==> src/design/note_arpeggiator_defines.svh <==
// Assertion helpers for the arpeggiator RTL.
// Each macro expects clk_i and rst_ni to be visible where it is used.
`ifndef NOTE_ARPEGGIATOR_DEFINES_SVH
`define NOTE_ARPEGGIATOR_DEFINES_SVH

// The consequent must hold in the same cycle as the antecedent.
`define ARP_ASSERT_SAME(lbl, ante, cons, msg) \
  lbl: assert property (@(posedge clk_i) disable iff (!rst_ni) (ante) |-> (cons)) \
    else $error(msg);

// The consequent must hold in the cycle after the antecedent.
`define ARP_ASSERT_NEXT(lbl, ante, cons, msg) \
  lbl: assert property (@(posedge clk_i) disable iff (!rst_ni) (ante) |=> (cons)) \
    else $error(msg);

`endif

==> src/design/arp_pkg.sv <==
`timescale 1ns / 1ps
`default_nettype none

package arp_pkg;

  // Note list geometry.
  localparam int MAX_NOTES  = 4;
  localparam int NOTE_W     = 7;
  localparam int IN_NOTE_W  = 8;
  localparam int CNT_W      = 3;
  localparam int POS_W      = 2;

  // Random generator.
  localparam int          LFSR_W     = 16;
  localparam logic [15:0] LFSR_TAPS  = 16'hB400;
  localparam int          MOD_DIGITS = LFSR_W / 2;
  localparam int          MOD_CNT_W  = 3;

  // Configuration port.
  localparam int CFG_IDX_W  = 2;
  localparam int CFG_DATA_W = 16;
  localparam logic [CFG_IDX_W-1:0] CFG_MODE = 2'd0;
  localparam logic [CFG_IDX_W-1:0] CFG_SEED = 2'd1;

  // Note markers and limits.
  localparam logic [IN_NOTE_W-1:0] REST_MARK  = 8'hFF;
  localparam logic [IN_NOTE_W-1:0] NOTE_LIMIT = 8'd127;
  localparam logic [CNT_W-1:0]     OFFERED    = 3'd4;

  typedef logic [NOTE_W-1:0]                 arp_note_t;
  typedef arp_note_t [MAX_NOTES-1:0]         arp_list_t;

  typedef enum logic [1:0] {
    CMD_LOAD    = 2'd0,
    CMD_STEP    = 2'd1,
    CMD_RESTART = 2'd2
  } arp_cmd_e;

  typedef enum logic [2:0] {
    MODE_OFF      = 3'd0,
    MODE_UP       = 3'd1,
    MODE_DOWN     = 3'd2,
    MODE_UPDOWN   = 3'd3,
    MODE_DOWNUP   = 3'd4,
    MODE_RANDOM   = 3'd5,
    MODE_ASPLAYED = 3'd6
  } arp_mode_e;

  // Status returned by the modulo-three unit.
  typedef struct packed {
    logic             done;
    logic [POS_W-1:0] rem;
  } arp_mod_rsp_t;

endpackage

`default_nettype wire

==> src/design/arp_insert.sv <==
`timescale 1ns / 1ps
`default_nettype none

// One insertion-sort step: drops invalid or repeated notes and inserts the
// rest into the ascending list.
module arp_insert (
  input  wire logic                            en_i,
  input  wire logic [arp_pkg::IN_NOTE_W-1:0]   value_i,
  input  wire arp_pkg::arp_list_t              list_i,
  input  wire logic [arp_pkg::CNT_W-1:0]       count_i,
  output arp_pkg::arp_list_t                   list_o,
  output logic [arp_pkg::CNT_W-1:0]            count_o
);
  import arp_pkg::*;

  logic             dup;
  logic [CNT_W-1:0] lt;
  logic             take;
  arp_note_t        v;

  assign v = value_i[NOTE_W-1:0];

  // Compare against the stored entries: repeats and the insert slot.
  always_comb begin
    dup = 1'b0;
    lt  = '0;
    for (int k = 0; k < MAX_NOTES; k++) begin
      if (CNT_W'(k) < count_i) begin
        if (list_i[k] == v) dup = 1'b1;
        if (list_i[k] < v)  lt  = lt + CNT_W'(1);
      end
    end
  end

  assign take = en_i && (value_i <= NOTE_LIMIT) && !dup;

  // Shift the upper entries up by one and drop the note into its slot.
  always_comb begin
    list_o[0] = (take && lt == '0) ? v : list_i[0];
    for (int k = 1; k < MAX_NOTES; k++) begin
      if (!take || CNT_W'(k) > count_i || CNT_W'(k) < lt) begin
        list_o[k] = list_i[k];
      end else if (CNT_W'(k) == lt) begin
        list_o[k] = v;
      end else begin
        list_o[k] = list_i[k-1];
      end
    end
  end

  assign count_o = count_i + CNT_W'(take);

endmodule

`default_nettype wire

==> src/design/arp_mod3.sv <==
`timescale 1ns / 1ps
`default_nettype none

// Remainder of a word by three, one base-4 digit a cycle. Since four is one
// modulo three, the remainder is the digit sum reduced modulo three.
module arp_mod3 (
  input  wire logic                           clk_i,
  input  wire logic                           rst_ni,
  input  wire logic                           start_i,
  input  wire logic [arp_pkg::LFSR_W-1:0]     value_i,
  output arp_pkg::arp_mod_rsp_t               rsp_o
);
  import arp_pkg::*;

  logic [LFSR_W-1:0]    sh_q, sh_d;
  logic [POS_W-1:0]     acc_q, acc_d;
  logic [MOD_CNT_W-1:0] cnt_q, cnt_d;
  logic                 busy_q, busy_d;
  logic                 done_q, done_d;
  logic [POS_W:0]       sum;

  // Add the next digit and fold the sum back below three.
  always_comb begin
    sum    = {1'b0, acc_q} + {1'b0, sh_q[POS_W-1:0]};
    sh_d   = sh_q;
    acc_d  = acc_q;
    cnt_d  = cnt_q;
    busy_d = busy_q;
    done_d = 1'b0;
    if (start_i) begin
      sh_d   = value_i;
      acc_d  = '0;
      cnt_d  = '0;
      busy_d = 1'b1;
    end else if (busy_q) begin
      acc_d = (sum >= 3'd3) ? POS_W'(sum - 3'd3) : sum[POS_W-1:0];
      sh_d  = sh_q >> 2;
      cnt_d = cnt_q + MOD_CNT_W'(1);
      if (cnt_q == MOD_CNT_W'(MOD_DIGITS - 1)) begin
        busy_d = 1'b0;
        done_d = 1'b1;
      end
    end
  end

  always_ff @(posedge clk_i or negedge rst_ni) begin
    if (!rst_ni) begin
      busy_q <= 1'b0;
      done_q <= 1'b0;
      cnt_q  <= '0;
      acc_q  <= '0;
    end else begin
      busy_q <= busy_d;
      done_q <= done_d;
      cnt_q  <= cnt_d;
      acc_q  <= acc_d;
    end
  end

  always_ff @(posedge clk_i) begin
    sh_q <= sh_d;
  end

  assign rsp_o.done = done_q;
  assign rsp_o.rem  = acc_q;

endmodule

`default_nettype wire

==> src/design/note_arpeggiator.sv <==
// Four-note arpeggiator.
// Input channel: in_valid_i with in_stall_o; each beat carries a command
// (load notes, step, restart) and, for a load, up to four offered notes.
// Output channel: out_valid_o with out_stall_i; each input beat yields exactly
// one output beat with the current note, the rest flag, the stored note count
// and the walk position.
// Configuration: cfg_valid_i/cfg_ready_o with cfg_index_i and cfg_data_i;
// index 0 sets the mode and restarts the walk, index 1 loads the random seed.
// A load beat runs one insertion step per offered slot in S_LOAD, then
// passes S_WALK and S_DONE to the output register; a new beat can enter
// once its result is written there. Step and restart beats pass S_WALK and
// S_DONE, an unused command S_DONE alone. A random step over three notes
// also waits in S_MOD on the digit-serial modulo unit (eight digits).
// The sequencer works on one beat at a time.
// The output register holds a result while out_stall_i is high; the next
// input beat is still accepted, and its result waits in the final state.
// Reset clears the note list, sets the mode to off, the seed to one and the
// output to empty.
`timescale 1ns / 1ps
`default_nettype none
`include "note_arpeggiator_defines.svh"

module note_arpeggiator (
  input  wire logic                              clk_i,
  input  wire logic                              rst_ni,
  // Configuration write channel.
  input  wire logic                              cfg_valid_i,
  output logic                                   cfg_ready_o,
  input  wire logic [arp_pkg::CFG_IDX_W-1:0]     cfg_index_i,
  input  wire logic [arp_pkg::CFG_DATA_W-1:0]    cfg_data_i,
  // Input channel.
  input  wire logic                              in_valid_i,
  output logic                                   in_stall_o,
  input  wire logic [1:0]                        cmd_i,
  input  wire logic [arp_pkg::IN_NOTE_W-1:0]     note_a_i,
  input  wire logic [arp_pkg::IN_NOTE_W-1:0]     note_b_i,
  input  wire logic [arp_pkg::IN_NOTE_W-1:0]     note_c_i,
  input  wire logic [arp_pkg::IN_NOTE_W-1:0]     note_d_i,
  input  wire logic [2:0]                        load_count_i,
  // Output channel.
  output logic                                   out_valid_o,
  input  wire logic                              out_stall_i,
  output logic [arp_pkg::NOTE_W-1:0]             note_o,
  output logic                                   rest_o,
  output logic [arp_pkg::CNT_W-1:0]              held_count_o,
  output logic [arp_pkg::POS_W-1:0]              step_index_o
);
  import arp_pkg::*;

  typedef enum logic [4:0] {
    S_IDLE = 5'b00001,
    S_LOAD = 5'b00010,
    S_WALK = 5'b00100,
    S_MOD  = 5'b01000,
    S_DONE = 5'b10000
  } arp_state_e;

  arp_state_e state_q, state_d;

  logic [1:0]           cmd_q, cmd_d;
  logic [IN_NOTE_W-1:0] offer_q [MAX_NOTES];
  logic [CNT_W-1:0]     limit_q, limit_d;
  logic [POS_W-1:0]     idx_q, idx_d;

  arp_list_t            sorted_q, sorted_d;
  logic [CNT_W-1:0]     count_q, count_d;
  logic [POS_W-1:0]     pos_q, pos_d;
  logic                 down_q, down_d;
  logic [IN_NOTE_W-1:0] playing_q, playing_d;
  logic [LFSR_W-1:0]    lfsr_q, lfsr_d;
  logic [2:0]           mode_q, mode_d;

  logic                 out_valid_q, out_valid_d;
  logic [NOTE_W-1:0]    out_note_q, out_note_d;
  logic                 out_rest_q, out_rest_d;
  logic [CNT_W-1:0]     out_count_q, out_count_d;
  logic [POS_W-1:0]     out_pos_q, out_pos_d;

  logic                 in_fire, cfg_fire, out_free;
  arp_list_t            ins_list;
  logic [CNT_W-1:0]     ins_count;
  logic                 mod_start;
  arp_mod_rsp_t         mod_rsp;
  logic [LFSR_W-1:0]    lfsr_next;

  // Restart values for the current list and mode.
  logic [2:0]           rs_mode;
  logic [POS_W-1:0]     rs_pos;
  logic [IN_NOTE_W-1:0] rs_note;
  // Step values.
  logic [POS_W-1:0]     adv_pos;
  logic                 adv_down;
  logic [IN_NOTE_W-1:0] adv_note;
  logic                 adv_mod;
  logic [CNT_W-1:0]     top_idx, up_pos, bp;
  logic [POS_W-1:0]     bpos;
  logic                 bdown;

  // Terms used by the checks.
  logic                 pos_in_list;
  logic                 rest_ok;

  assign cfg_ready_o = (state_q == S_IDLE);
  assign cfg_fire    = cfg_valid_i && cfg_ready_o;
  assign in_stall_o  = (state_q != S_IDLE) || cfg_valid_i;
  assign in_fire     = in_valid_i && !in_stall_o;
  assign out_free    = !out_valid_q || !out_stall_i;

  // Insertion step over the offered note selected by the slot counter.
  arp_insert u_insert (
    .en_i    ({1'b0, idx_q} < limit_q),
    .value_i (offer_q[idx_q]),
    .list_i  (sorted_q),
    .count_i (count_q),
    .list_o  (ins_list),
    .count_o (ins_count)
  );

  arp_mod3 u_mod3 (
    .clk_i   (clk_i),
    .rst_ni  (rst_ni),
    .start_i (mod_start),
    .value_i (lfsr_next),
    .rsp_o   (mod_rsp)
  );

  assign top_idx   = count_q - CNT_W'(1);
  assign lfsr_next = lfsr_q[0] ? ((lfsr_q >> 1) ^ LFSR_TAPS) : (lfsr_q >> 1);

  // A mode write restarts the walk under the mode being written.
  assign rs_mode = (cfg_fire && cfg_index_i == CFG_MODE) ? cfg_data_i[2:0] : mode_q;

  // Restart: position zero, except down mode which starts at the top note.
  always_comb begin
    rs_pos  = '0;
    rs_note = {1'b0, sorted_q[0]};
    if (count_q == '0) begin
      rs_note = REST_MARK;
    end else if (rs_mode == MODE_DOWN) begin
      rs_pos  = top_idx[POS_W-1:0];
      rs_note = {1'b0, sorted_q[top_idx[POS_W-1:0]]};
    end else if (rs_mode == MODE_DOWNUP) begin
      rs_note = {1'b0, sorted_q[top_idx[POS_W-1:0]]};
    end
  end

  // Bounce walk shared by the up-down and down-up modes; the walk always
  // turns upward when it reaches position zero.
  always_comb begin
    bp    = ({1'b0, pos_q} >= count_q) ? '0 : {1'b0, pos_q};
    bdown = down_q;
    if (!down_q || bp == '0) begin
      if (bp + CNT_W'(1) >= count_q) begin
        bp    = count_q - CNT_W'(2);
        bdown = 1'b1;
      end else begin
        bp    = bp + CNT_W'(1);
        bdown = 1'b0;
      end
    end else begin
      bp = bp - CNT_W'(1);
    end
    bpos = bp[POS_W-1:0];
    if (bpos == '0) bdown = 1'b0;
  end

  // One step of the walk for lists of two or more notes.
  always_comb begin
    up_pos   = {1'b0, pos_q} + CNT_W'(1);
    if (up_pos >= count_q) up_pos = up_pos - count_q;
    adv_pos  = pos_q;
    adv_down = down_q;
    adv_note = {1'b0, sorted_q[0]};
    adv_mod  = 1'b0;
    unique case (mode_q)
      MODE_UP, MODE_ASPLAYED: begin
        adv_pos  = up_pos[POS_W-1:0];
        adv_note = {1'b0, sorted_q[up_pos[POS_W-1:0]]};
      end
      MODE_DOWN: begin
        if (pos_q == '0 || {1'b0, pos_q} >= count_q) begin
          adv_pos = top_idx[POS_W-1:0];
        end else begin
          adv_pos = pos_q - POS_W'(1);
        end
        adv_note = {1'b0, sorted_q[adv_pos]};
      end
      MODE_UPDOWN: begin
        adv_pos  = bpos;
        adv_down = bdown;
        adv_note = {1'b0, sorted_q[bpos]};
      end
      MODE_DOWNUP: begin
        adv_pos  = bpos;
        adv_down = bdown;
        adv_note = {1'b0, sorted_q[top_idx[POS_W-1:0] - bpos]};
      end
      MODE_RANDOM: begin
        if (count_q == CNT_W'(3)) begin
          adv_mod = 1'b1;
        end else if (count_q == CNT_W'(2)) begin
          adv_pos = {1'b0, lfsr_next[0]};
        end else begin
          adv_pos = lfsr_next[POS_W-1:0];
        end
        adv_note = {1'b0, sorted_q[adv_pos]};
      end
      default: begin
        adv_note = {1'b0, sorted_q[0]};
      end
    endcase
  end

  // Sequencer.
  always_comb begin
    state_d     = state_q;
    cmd_d       = cmd_q;
    limit_d     = limit_q;
    idx_d       = idx_q;
    sorted_d    = sorted_q;
    count_d     = count_q;
    pos_d       = pos_q;
    down_d      = down_q;
    playing_d   = playing_q;
    lfsr_d      = lfsr_q;
    mode_d      = mode_q;
    mod_start   = 1'b0;
    out_valid_d = out_valid_q && out_stall_i;
    out_note_d  = out_note_q;
    out_rest_d  = out_rest_q;
    out_count_d = out_count_q;
    out_pos_d   = out_pos_q;

    unique case (state_q)
      S_IDLE: begin
        if (cfg_fire) begin
          if (cfg_index_i == CFG_MODE) begin
            mode_d    = cfg_data_i[2:0];
            pos_d     = rs_pos;
            down_d    = 1'b0;
            playing_d = rs_note;
          end else if (cfg_index_i == CFG_SEED) begin
            lfsr_d = (cfg_data_i == '0) ? LFSR_W'(1) : cfg_data_i;
          end
        end else if (in_fire) begin
          cmd_d   = cmd_i;
          limit_d = (load_count_i > OFFERED) ? OFFERED : load_count_i;
          idx_d   = '0;
          if (cmd_i == CMD_LOAD) begin
            sorted_d = '0;
            count_d  = '0;
            state_d  = S_LOAD;
          end else if (cmd_i == CMD_STEP || cmd_i == CMD_RESTART) begin
            state_d = S_WALK;
          end else begin
            state_d = S_DONE;
          end
        end
      end
      S_LOAD: begin
        sorted_d = ins_list;
        count_d  = ins_count;
        idx_d    = idx_q + POS_W'(1);
        if (idx_q == POS_W'(MAX_NOTES - 1)) state_d = S_WALK;
      end
      S_WALK: begin
        state_d = S_DONE;
        if (cmd_q != CMD_STEP) begin
          pos_d     = rs_pos;
          down_d    = 1'b0;
          playing_d = rs_note;
        end else if (count_q == CNT_W'(1)) begin
          playing_d = {1'b0, sorted_q[0]};
        end else if (count_q != '0) begin
          pos_d     = adv_pos;
          down_d    = adv_down;
          playing_d = adv_note;
          if (mode_q == MODE_RANDOM) lfsr_d = lfsr_next;
          if (adv_mod) begin
            mod_start = 1'b1;
            state_d   = S_MOD;
          end
        end
      end
      S_MOD: begin
        if (mod_rsp.done) begin
          pos_d     = mod_rsp.rem;
          playing_d = {1'b0, sorted_q[mod_rsp.rem]};
          state_d   = S_DONE;
        end
      end
      S_DONE: begin
        if (out_free) begin
          out_valid_d = 1'b1;
          out_rest_d  = (count_q == '0);
          out_note_d  = (count_q == '0) ? '0 : playing_q[NOTE_W-1:0];
          out_count_d = count_q;
          out_pos_d   = pos_q;
          state_d     = S_IDLE;
        end
      end
      default: begin
        state_d = S_IDLE;
      end
    endcase
  end

  // Control and walk state.
  always_ff @(posedge clk_i or negedge rst_ni) begin
    if (!rst_ni) begin
      state_q     <= S_IDLE;
      cmd_q       <= '0;
      limit_q     <= '0;
      idx_q       <= '0;
      sorted_q    <= '0;
      count_q     <= '0;
      pos_q       <= '0;
      down_q      <= 1'b0;
      playing_q   <= REST_MARK;
      lfsr_q      <= LFSR_W'(1);
      mode_q      <= MODE_OFF;
      out_valid_q <= 1'b0;
    end else begin
      state_q     <= state_d;
      cmd_q       <= cmd_d;
      limit_q     <= limit_d;
      idx_q       <= idx_d;
      sorted_q    <= sorted_d;
      count_q     <= count_d;
      pos_q       <= pos_d;
      down_q      <= down_d;
      playing_q   <= playing_d;
      lfsr_q      <= lfsr_d;
      mode_q      <= mode_d;
      out_valid_q <= out_valid_d;
    end
  end

  // Payload registers: offered notes and the output beat.
  always_ff @(posedge clk_i) begin
    if (in_fire) begin
      offer_q[0] <= note_a_i;
      offer_q[1] <= note_b_i;
      offer_q[2] <= note_c_i;
      offer_q[3] <= note_d_i;
    end
    out_note_q  <= out_note_d;
    out_rest_q  <= out_rest_d;
    out_count_q <= out_count_d;
    out_pos_q   <= out_pos_d;
  end

  assign out_valid_o  = out_valid_q;
  assign note_o       = out_note_q;
  assign rest_o       = out_rest_q;
  assign held_count_o = out_count_q;
  assign step_index_o = out_pos_q;

  // An empty list keeps position zero; otherwise the position is inside it.
  assign pos_in_list = (count_q == '0) || ({1'b0, pos_q} < count_q);
  assign rest_ok     = out_valid_o && (rest_o == (held_count_o == '0));

  // Checks on the sequencer and the walk state.
  `ARP_ASSERT_SAME(a_accept_idle, in_fire, state_q == S_IDLE && !cfg_fire, "beat taken while busy")
  `ARP_ASSERT_SAME(a_count_max, 1'b1, count_q <= CNT_W'(MAX_NOTES), "note count above capacity")
  `ARP_ASSERT_SAME(a_pos_range, state_q == S_IDLE, pos_in_list, "walk position outside list")
  `ARP_ASSERT_SAME(a_mod_state, mod_rsp.done, state_q == S_MOD, "modulo result outside wait state")
  `ARP_ASSERT_NEXT(a_rest_flag, state_q == S_DONE && out_free, rest_ok, "rest flag mismatch")

endmodule

`default_nettype wire

==> config.mk <==
export PLATFORM = sky130hd
export DESIGN_NAME = note_arpeggiator
export DESIGN_NICKNAME = d
export VERILOG_FILES = /design/src/design/arp_pkg.sv /design/src/design/arp_insert.sv /design/src/design/arp_mod3.sv /design/src/design/note_arpeggiator.sv
export VERILOG_INCLUDE_DIRS = /design/src /design/src/design
export SDC_FILE = /design/constraint.sdc
export NUM_CORES = 1
export LEC_CHECK = 0
export ABC_AREA = 1
export BUFFER_PORTS_ARGS = -buffer_cell sky130_fd_sc_hd__buf_2
export CAP_MARGIN = 20
export CORE_UTILIZATION = 60
export CTS_BUF_LIST = sky130_fd_sc_hd__clkbuf_8 sky130_fd_sc_hd__clkbuf_16
export DETAILED_ROUTE_END_ITERATION = 16
export PLACE_DENSITY = 0.8
export SLEW_MARGIN = 20
export SYNTH_ARGS = -nofsm -noshare
export SYNTH_HDL_FRONTEND = slang
export SYNTH_SLANG_ARGS = --single-unit
==> constraint.sdc <==
create_clock -name clk_i -period 6 [get_ports clk_i]
set_input_delay 0.6 -clock clk_i [delete_from_list [all_inputs] [get_ports clk_i]]
set_output_delay 0.6 -clock clk_i [all_outputs]
set_load 0.1 [all_outputs]
After elaboration in Yosys (flattened, before gate mapping)
Memories as Yosys holds them, arrays and structs flattened.
Index checks and enable logic that the tools add are counted.
{"block": "op_classes", "reduce_logical": 53, "n_mux": 136, "bitwise_logic": 2, "n_eq_ne": 54, "n_addsub": 16, "magnitude_cmp": 28}
{"cell": "$mux W16", "count": 11}
{"cell": "$mux W7", "count": 23}
{"cell": "$bmux W7 S2", "count": 7}
{"cell": "$mux W28", "count": 3}
{"cell": "$pmux W28 S2", "count": 1}
{"cell": "$mux W5", "count": 11}
{"cell": "$mux W2", "count": 22}
{"cell": "$mux W3", "count": 14}
{"cell": "$mux W1", "count": 35}
{"cell": "$pmux W7 S5", "count": 1}
{"cell": "$pmux W16 S2", "count": 1}
{"cell": "$reduce_and A5 Y1", "count": 6}
{"cell": "$eq A7 B7 Y1", "count": 4}
{"cell": "$lt A7 B7 Y1", "count": 4}
{"cell": "$pmux W5 S5", "count": 1}
{"cell": "$ne A2 B2 Y1 const B", "count": 11}
{"cell": "$lt A2 B3 Y1 const B", "count": 7}
{"cell": "$pmux W7 S3", "count": 1}
{"cell": "$logic_not A16 Y1", "count": 1}
{"cell": "$ne A2 B1 Y1 const B", "count": 8}
{"cell": "$eq A3 B2 Y1 const B", "count": 5}
{"cell": "$eq A3 B3 Y1 const B", "count": 5}
{"cell": "$reduce_and A7 Y1", "count": 2}
{"cell": "$add A3 B1 Y3 const B", "count": 4}
{"cell": "50 further kinds", "count": 101}
{"block": "totals", "register_bits": 109, "mem_count": 1, "ram_bits": 32, "wordCells": 314}
{"memory": "offer_q", "depth": 4, "width": 8, "read_ports": 1, "rd_ports_with_merged_regs": 0, "write_ports": 4, "line_no": "note_arpeggiator.sv:61", "rtl": "logic [IN_NOTE_W-1:0] offer_q [MAX_NOTES];"}

Longest topological paths before layout
An unclocked memory read counts as a cell.
{"block": "depth", "depth_word": 17, "mapped_depth": 31, "mapped_depth_nobuf": 29}

Modules after synthesis
From an unflattened synthesis, not the netlist that was laid out.
{"block": "hier_totals", "cells_unflattened": 1483, "hier_area_um2": 10542.6}
{"mod": "note_arpeggiator", "area_per_inst_um2": 7748.7, "n_inst": 1, "cells_each": 1060, "seq_area_each_um2": 3189.3}
{"mod": "arp_insert", "area_per_inst_um2": 1712.9, "n_inst": 1, "cells_each": 311, "seq_area_each_um2": 0.0}
{"mod": "arp_mod3", "area_per_inst_um2": 1081.0, "n_inst": 1, "cells_each": 112, "seq_area_each_um2": 655.6}

Least setup slack after synthesis
OpenSTA, ideal clock, no wires.
{"block": "synth_path", "path_kind": "register -> register", "start": "reg idx_q[0]", "end": "reg sorted_q[10] (netlist name)", "stages_incl_launch_ff": 28, "required_time_ns": 5.876, "t_arrival_ns": 4.126, "path_slack_ns": 1.750, "path_buffers": 3, "path_cell_list": "dfrtp_1 -> buf_2 -> inv_2 -> clkbuf_1 -> nand2_1 -> a32oi_1 -> inv_1 -> ha_1 -> a21oi_1 -> o21ai_0 -> a21oi_1 -> o21ai_0 -> a21oi_1 -> ha_1 -> nand2_1 -> nand2_2 -> ha_1 -> nand4_1 -> nand2_1 -> ha_1 -> or2_0 -> nand2_1 -> nand2_2 -> nor2_4 -> buf_6 -> nand2_1 -> o211ai_1 -> nand2_1"}
{"block": "synth_between", "elab_chain_len": 17, "word_cells_on_any_way": 43, "classes_between": "add/sub (3); order compare (7); eq/ne (6); mux (19); reduce/logical (7); memory (1)"}
{"item": "start, declared", "line_no": "note_arpeggiator.sv:63", "rtl": "logic [POS_W-1:0] idx_q, idx_d;"}
{"item": "start signal, assigned", "line_no": "note_arpeggiator.sv:327", "rtl": "idx_q <= idx_d;"}
{"item": "$mem_v2 Z4 W8"}
{"item": "$lt A7 B7 Y1 or $eq A7 B7 Y1 (tied branches)", "line_no": "arp_insert.sv:30, arp_insert.sv:29"}
{"item": "$mux W1 (on tied branches)", "line_no": "arp_insert.sv:30, arp_insert.sv:29"}
{"item": "$mux W3 or $mux W1 (tied branches)", "line_no": "arp_insert.sv:28", "rtl": "if (CNT_W'(k) < count_i) begin"}
{"item": "$add A3 B1 Y3 or $mux W1 (tied branches)", "line_no": "arp_insert.sv:30, arp_insert.sv:29"}
{"item": "$mux W3 or $mux W1 (tied branches)", "line_no": "arp_insert.sv:30, arp_insert.sv:28"}
{"item": "$mux W3 or $mux W1 (tied branches)", "line_no": "arp_insert.sv:28, arp_insert.sv:29"}
{"item": "$add A3 B1 Y3 or $mux W1 (tied branches)", "line_no": "arp_insert.sv:30, arp_insert.sv:28"}
{"item": "$mux W3 or $mux W1 (tied branches)", "line_no": "arp_insert.sv:30, arp_insert.sv:29"}
{"item": "$mux W3 or $mux W1 (tied branches)", "line_no": "arp_insert.sv:28"}
{"item": "$add A3 B1 Y3 or $logic_not A1 Y1 (tied branches)", "line_no": "arp_insert.sv:30, arp_insert.sv:35"}
{"item": "$mux W3 or $logic_and A1 B1 Y1 (tied branches)", "line_no": "arp_insert.sv:30, arp_insert.sv:35"}
{"item": "$mux W3 or $logic_not A1 Y1 (tied branches)", "line_no": "arp_insert.sv:28, arp_insert.sv:41"}
{"item": "$lt A1 B3 Y1 (tied with other cells)", "line_no": "arp_insert.sv:41", "rtl": "if (!take || CNT_W'(k) > count_i || CNT_W'(k) < lt) begin"}
{"item": "$logic_or A1 B1 Y1 or $mux W7 (tied branches)", "line_no": "arp_insert.sv:41, arp_insert.sv:43"}
{"item": "$ne A2 B2 Y1 (no source line) or $mux W7 (tied branches)"}
{"item": "$reduce_and A5 Y1 (no source line) or $pmux W28 S2 (tied branches)"}
{"item": "end signal, assigned", "line_no": "note_arpeggiator.sv:328", "rtl": "sorted_q <= sorted_d;"}
{"item": "end, declared", "line_no": "note_arpeggiator.sv:65", "rtl": "arp_list_t sorted_q, sorted_d;"}
Parallel ways exist; a longest one is shown, timed or not. The select of a mux whose other input is x is not followed.
A chain may end at the register's enable or synchronous reset.

Worst setup path after layout
{"block": "layout_path", "start": "reg idx_q[0]", "end": "reg sorted_q[12] (netlist name)"}
The elaborated chain is that of the path after synthesis.

==> metrics.cfg <==
[timing]
max_clk_rate_mhz = 200
hold_violations = 0
report.final.setup_viol = 0
tightest_slew_margin_relative_to_the_limit_pct = 32.9
layout_worst_path_cycle_share_pct = 83.4
finalClockSkew_ns = 0.00957
fin_setup_tns_ns = 0
rsz0062_at_grt = false
max_slew.worst_pin.slew_ns = 1.00
post-route-min-period_ns = 5.01
slew_violations = 0

[setup_path]
crit_arrival_ns = 5.38
worst_r2r_endpoint = sorted_q[12]$_DFFE_PN0P_
worst-setup-path-type = reg -> reg
startpoint_type_of_the_worst_setup_path = register
crit-reg2reg-launch = idx_q[0]$_DFFE_PN0P_
critical_path_endpoint_category = register
critPathRequiredTime_ns = 6.37
regToRegSetupSlack_ns = 0.99
path_max_fanout = 19
ff2ff_path_depth = 25

[drt]
antenna_left = 0
totalWireLength_um = 30900
routed-via-count = 10200
drt_drc_violations_left = 0
wl_per_instance_um = 18.2
vias_per_cell = 6.03
drt_first_pass_iters = 6
dr.first_iter.drc_count = 1119

[floorplanning]
design.core.area_mm2 = 0.0166
dieArea_mm2 = 0.0175
die_width_um = 132
top_level_ports = 76
core.rowCount = 47
chipHeight_um = 132
initial_core_utilization_pct = 61.5

[synth]
ys_types = 52
synth-warning-count = 0
post_synthesis_net_count = 1542
post-synth-top-count-cell = nand2_1
synth_area_per_cell_um2 = 7.16
yosys_register_bits = 141
yosys.area.top_type = edfxtp_1
synth_seq_area_share_pct = 37.7
synth_edf_count = 61
syn-cell-area_mm2 = 0.0102
netlist_instances = 1425
synth_area_leaders = edfxtp_1 18%, dfrtp_1 17%, nand2_1 14%, nand3_1 12%, ha_1 6.9%
synthDominantCellAreaShare_pct = 18.0
synth-async-reset-ratio_pct = 56.7
synth_ff_type = dfrtp_1
synthTopCellsByCount = 381 x nand2_1, 241 x nand3_1, 140 x inv_1, 111 x o21ai_0, 80 x nor2_1

[cts]
cts_buffer_depth = 2
clk-insertion-delay-late_ns = 0.43
clock_sink_count = 141
htree_levels = 4
clock_tree_from_tritoncts = built
clockRootBuffer = clkbuf_16
clk_pin_slew_ns = 0.07
cts_buffers = 17

[finish]
layout.core_utilization_pct = 67.8
sequential_area_mm2 = 0.00384
multi_input_comb_area_mm2 = 0.00551
antennaDiodeCount = 0
num-nets-final = 1579
fillers = 1407
layoutNonFillerInstCount = 1695
layout-drive-gt1-share_pct = 11.5
layout_stage_area_growth_over_the_synthesis_result_pct = 10.3

[worst_hold_path]
hold-path-cell-count = 1
hold_endpoint = offer_q[1][1]$_DFFE_PP_
min_path_type = in -> reg
hold_start = note_b_i[1]

[job]
maxCapViolCount = 0

[global_routing]
grt_antenna_before_repair = 0
maximum_number_of_pins_on_one_net_before_global_route_repair = 74
globalRouteTotalUtil_pct = 36.3
vias_in_the_first_global_route = 9632
grt_pass1_wl_um = 49500
gr-total-overflow = 0

[placement]
dp.cells = 1662
detailed_place_hpwl_um = 21300
place_congestion = 1.01
count_of_input_and_output_buffers = 75

[run_status]
run_status = completed

==> worst max-delay path, stage by stage, from the launching register on <==
cell,delay [ns]
dfrtp_1,0.59
inv_2,0.34
nand2_1,0.09
a32oi_1,0.36
inv_1,0.24
ha_1,0.34
a21oi_1,0.14
o21ai_0,0.09
a21oi_1,0.12
o21ai_0,0.08
a21oi_1,0.15
ha_1,0.25
nand2_1,0.11
nand2_2,0.08
ha_1,0.30
nand4_1,0.13
nand2_1,0.07
ha_1,0.30
or2_0,0.22
nand2_1,0.12
nand2_2,0.09
nor2_4,0.31
nand2_1,0.12
o21ai_0,0.12
nand2_1,0.09
nand2_1,0.08
==> through the flow <==
step	hold WS, ns	area (um2)	setup WS [ns]
after CTS	0.332	11200	1.04
after floorplan	0.304	10200	1.75
after detailed placement	0.417	10600	1.11
final	0.340	11300	0.995
after global placement	0.418	10600	1.35
after global routing	0.327	11300	0.635
==> metal layers <==
layer / part of all wire, % / track usage [%] / vias up
met5: 0 / 0 / -
met4: 4.9 / 18.6 / 0
met3: 11 / 9.69 / 124
met2: 45 / 55.4 / 566
met1: 40 / 47.6 / 4637
li1: - / - / 4890
==> cell families after synthesis <==
group	Yosys count	synth area share (%)
fa+ha+maj	57	7.07
xor+xnor	7	0.601
buf+inv	217	8.28
simple gates	778	34.3
flops	141	37.7
compound gates	225	12.1
==> worst max-delay path by stage <==
| stage | startpoint | endpoint | slack, ns | cells past startpoint |
|---|---|---|---|---|
| floorplan | idx_q[0]$_DFFE_PN0P_ | sorted_q[10]$_DFFE_PN0P_ | 1.75 | 27 |
| finish | idx_q[0]$_DFFE_PN0P_ | sorted_q[12]$_DFFE_PN0P_ | 0.99 | 25 |
| global placement | idx_q[0]$_DFFE_PN0P_ | sorted_q[16]$_DFFE_PN0P_ | 1.35 | 28 |
| global route | idx_q[0]$_DFFE_PN0P_ | sorted_q[15]$_DFFE_PN0P_ | 0.64 | 27 |
| detailed placement | idx_q[0]$_DFFE_PN0P_ | sorted_q[14]$_DFFE_PN0P_ | 1.11 | 28 |
| CTS | idx_q[0]$_DFFE_PN0P_ | sorted_q[12]$_DFFE_PN0P_ | 1.04 | 25 |
==> state kept, by name, indices dropped and copies added (netlist names) <==
name,count
cmd_q,2
u_mod3.sh_q,16
u_mod3.busy_q,1
idx_q,2
sorted_q,28
playing_q,7
u_mod3.cnt_q,3
out_valid_o,1
limit_q,3
rest_o,1
lfsr_q,16
down_q,1
mode_q,3
u_mod3.done_q,1
pos_q,2
held_count_o,3
state_q,5
u_mod3.acc_q,2
count_q,3
offer_q,32
note_o,7
step_index_o,2
==> cells in the final DEF (no fill, tap or decap), drive strengths merged, types with 3 or more instances in the layout <==
| cell type | count |
|---|---|
| nand2 | 391 |
| o21ai | 119 |
| nor4 | 4 |
| dfstp | 9 |
| clkinv | 9 |
| inv | 155 |
| nor3 | 6 |
| buf | 84 |
| ha | 56 |
| nand4 | 34 |
| clkbuf | 17 |
| or2 | 4 |
| a21oi | 76 |
| xor2 | 5 |
| a32oi | 7 |
| o211ai | 6 |
| nor2 | 91 |
| nand3 | 243 |
| dfrtp | 71 |
| a21boi | 3 |
| edfxtp | 61 |
==> layout make-up <==
cell class	count	share of cell area (%)
clock buffers	17	3.78
clock inverters	15	1.52
inverters	150	5.03
multi-input cells	1067	49.0
flip-flops and latches	141	34.2
well taps	220	2.45
repair buffers	85	4.05
==> repair_timing <==
| action | in CTS | in global routing |
|---|---|---|
| buffers inserted | 0 | 0 |
| hold endpoints to repair | 7 | 0 |
| resized for setup | 0 | 0 |
| hold buffers | 1 | 0 |
Power is left out: the tool's default activity adds up to more than one toggle a clock period on the data nets, which glitch-free logic cannot reach.
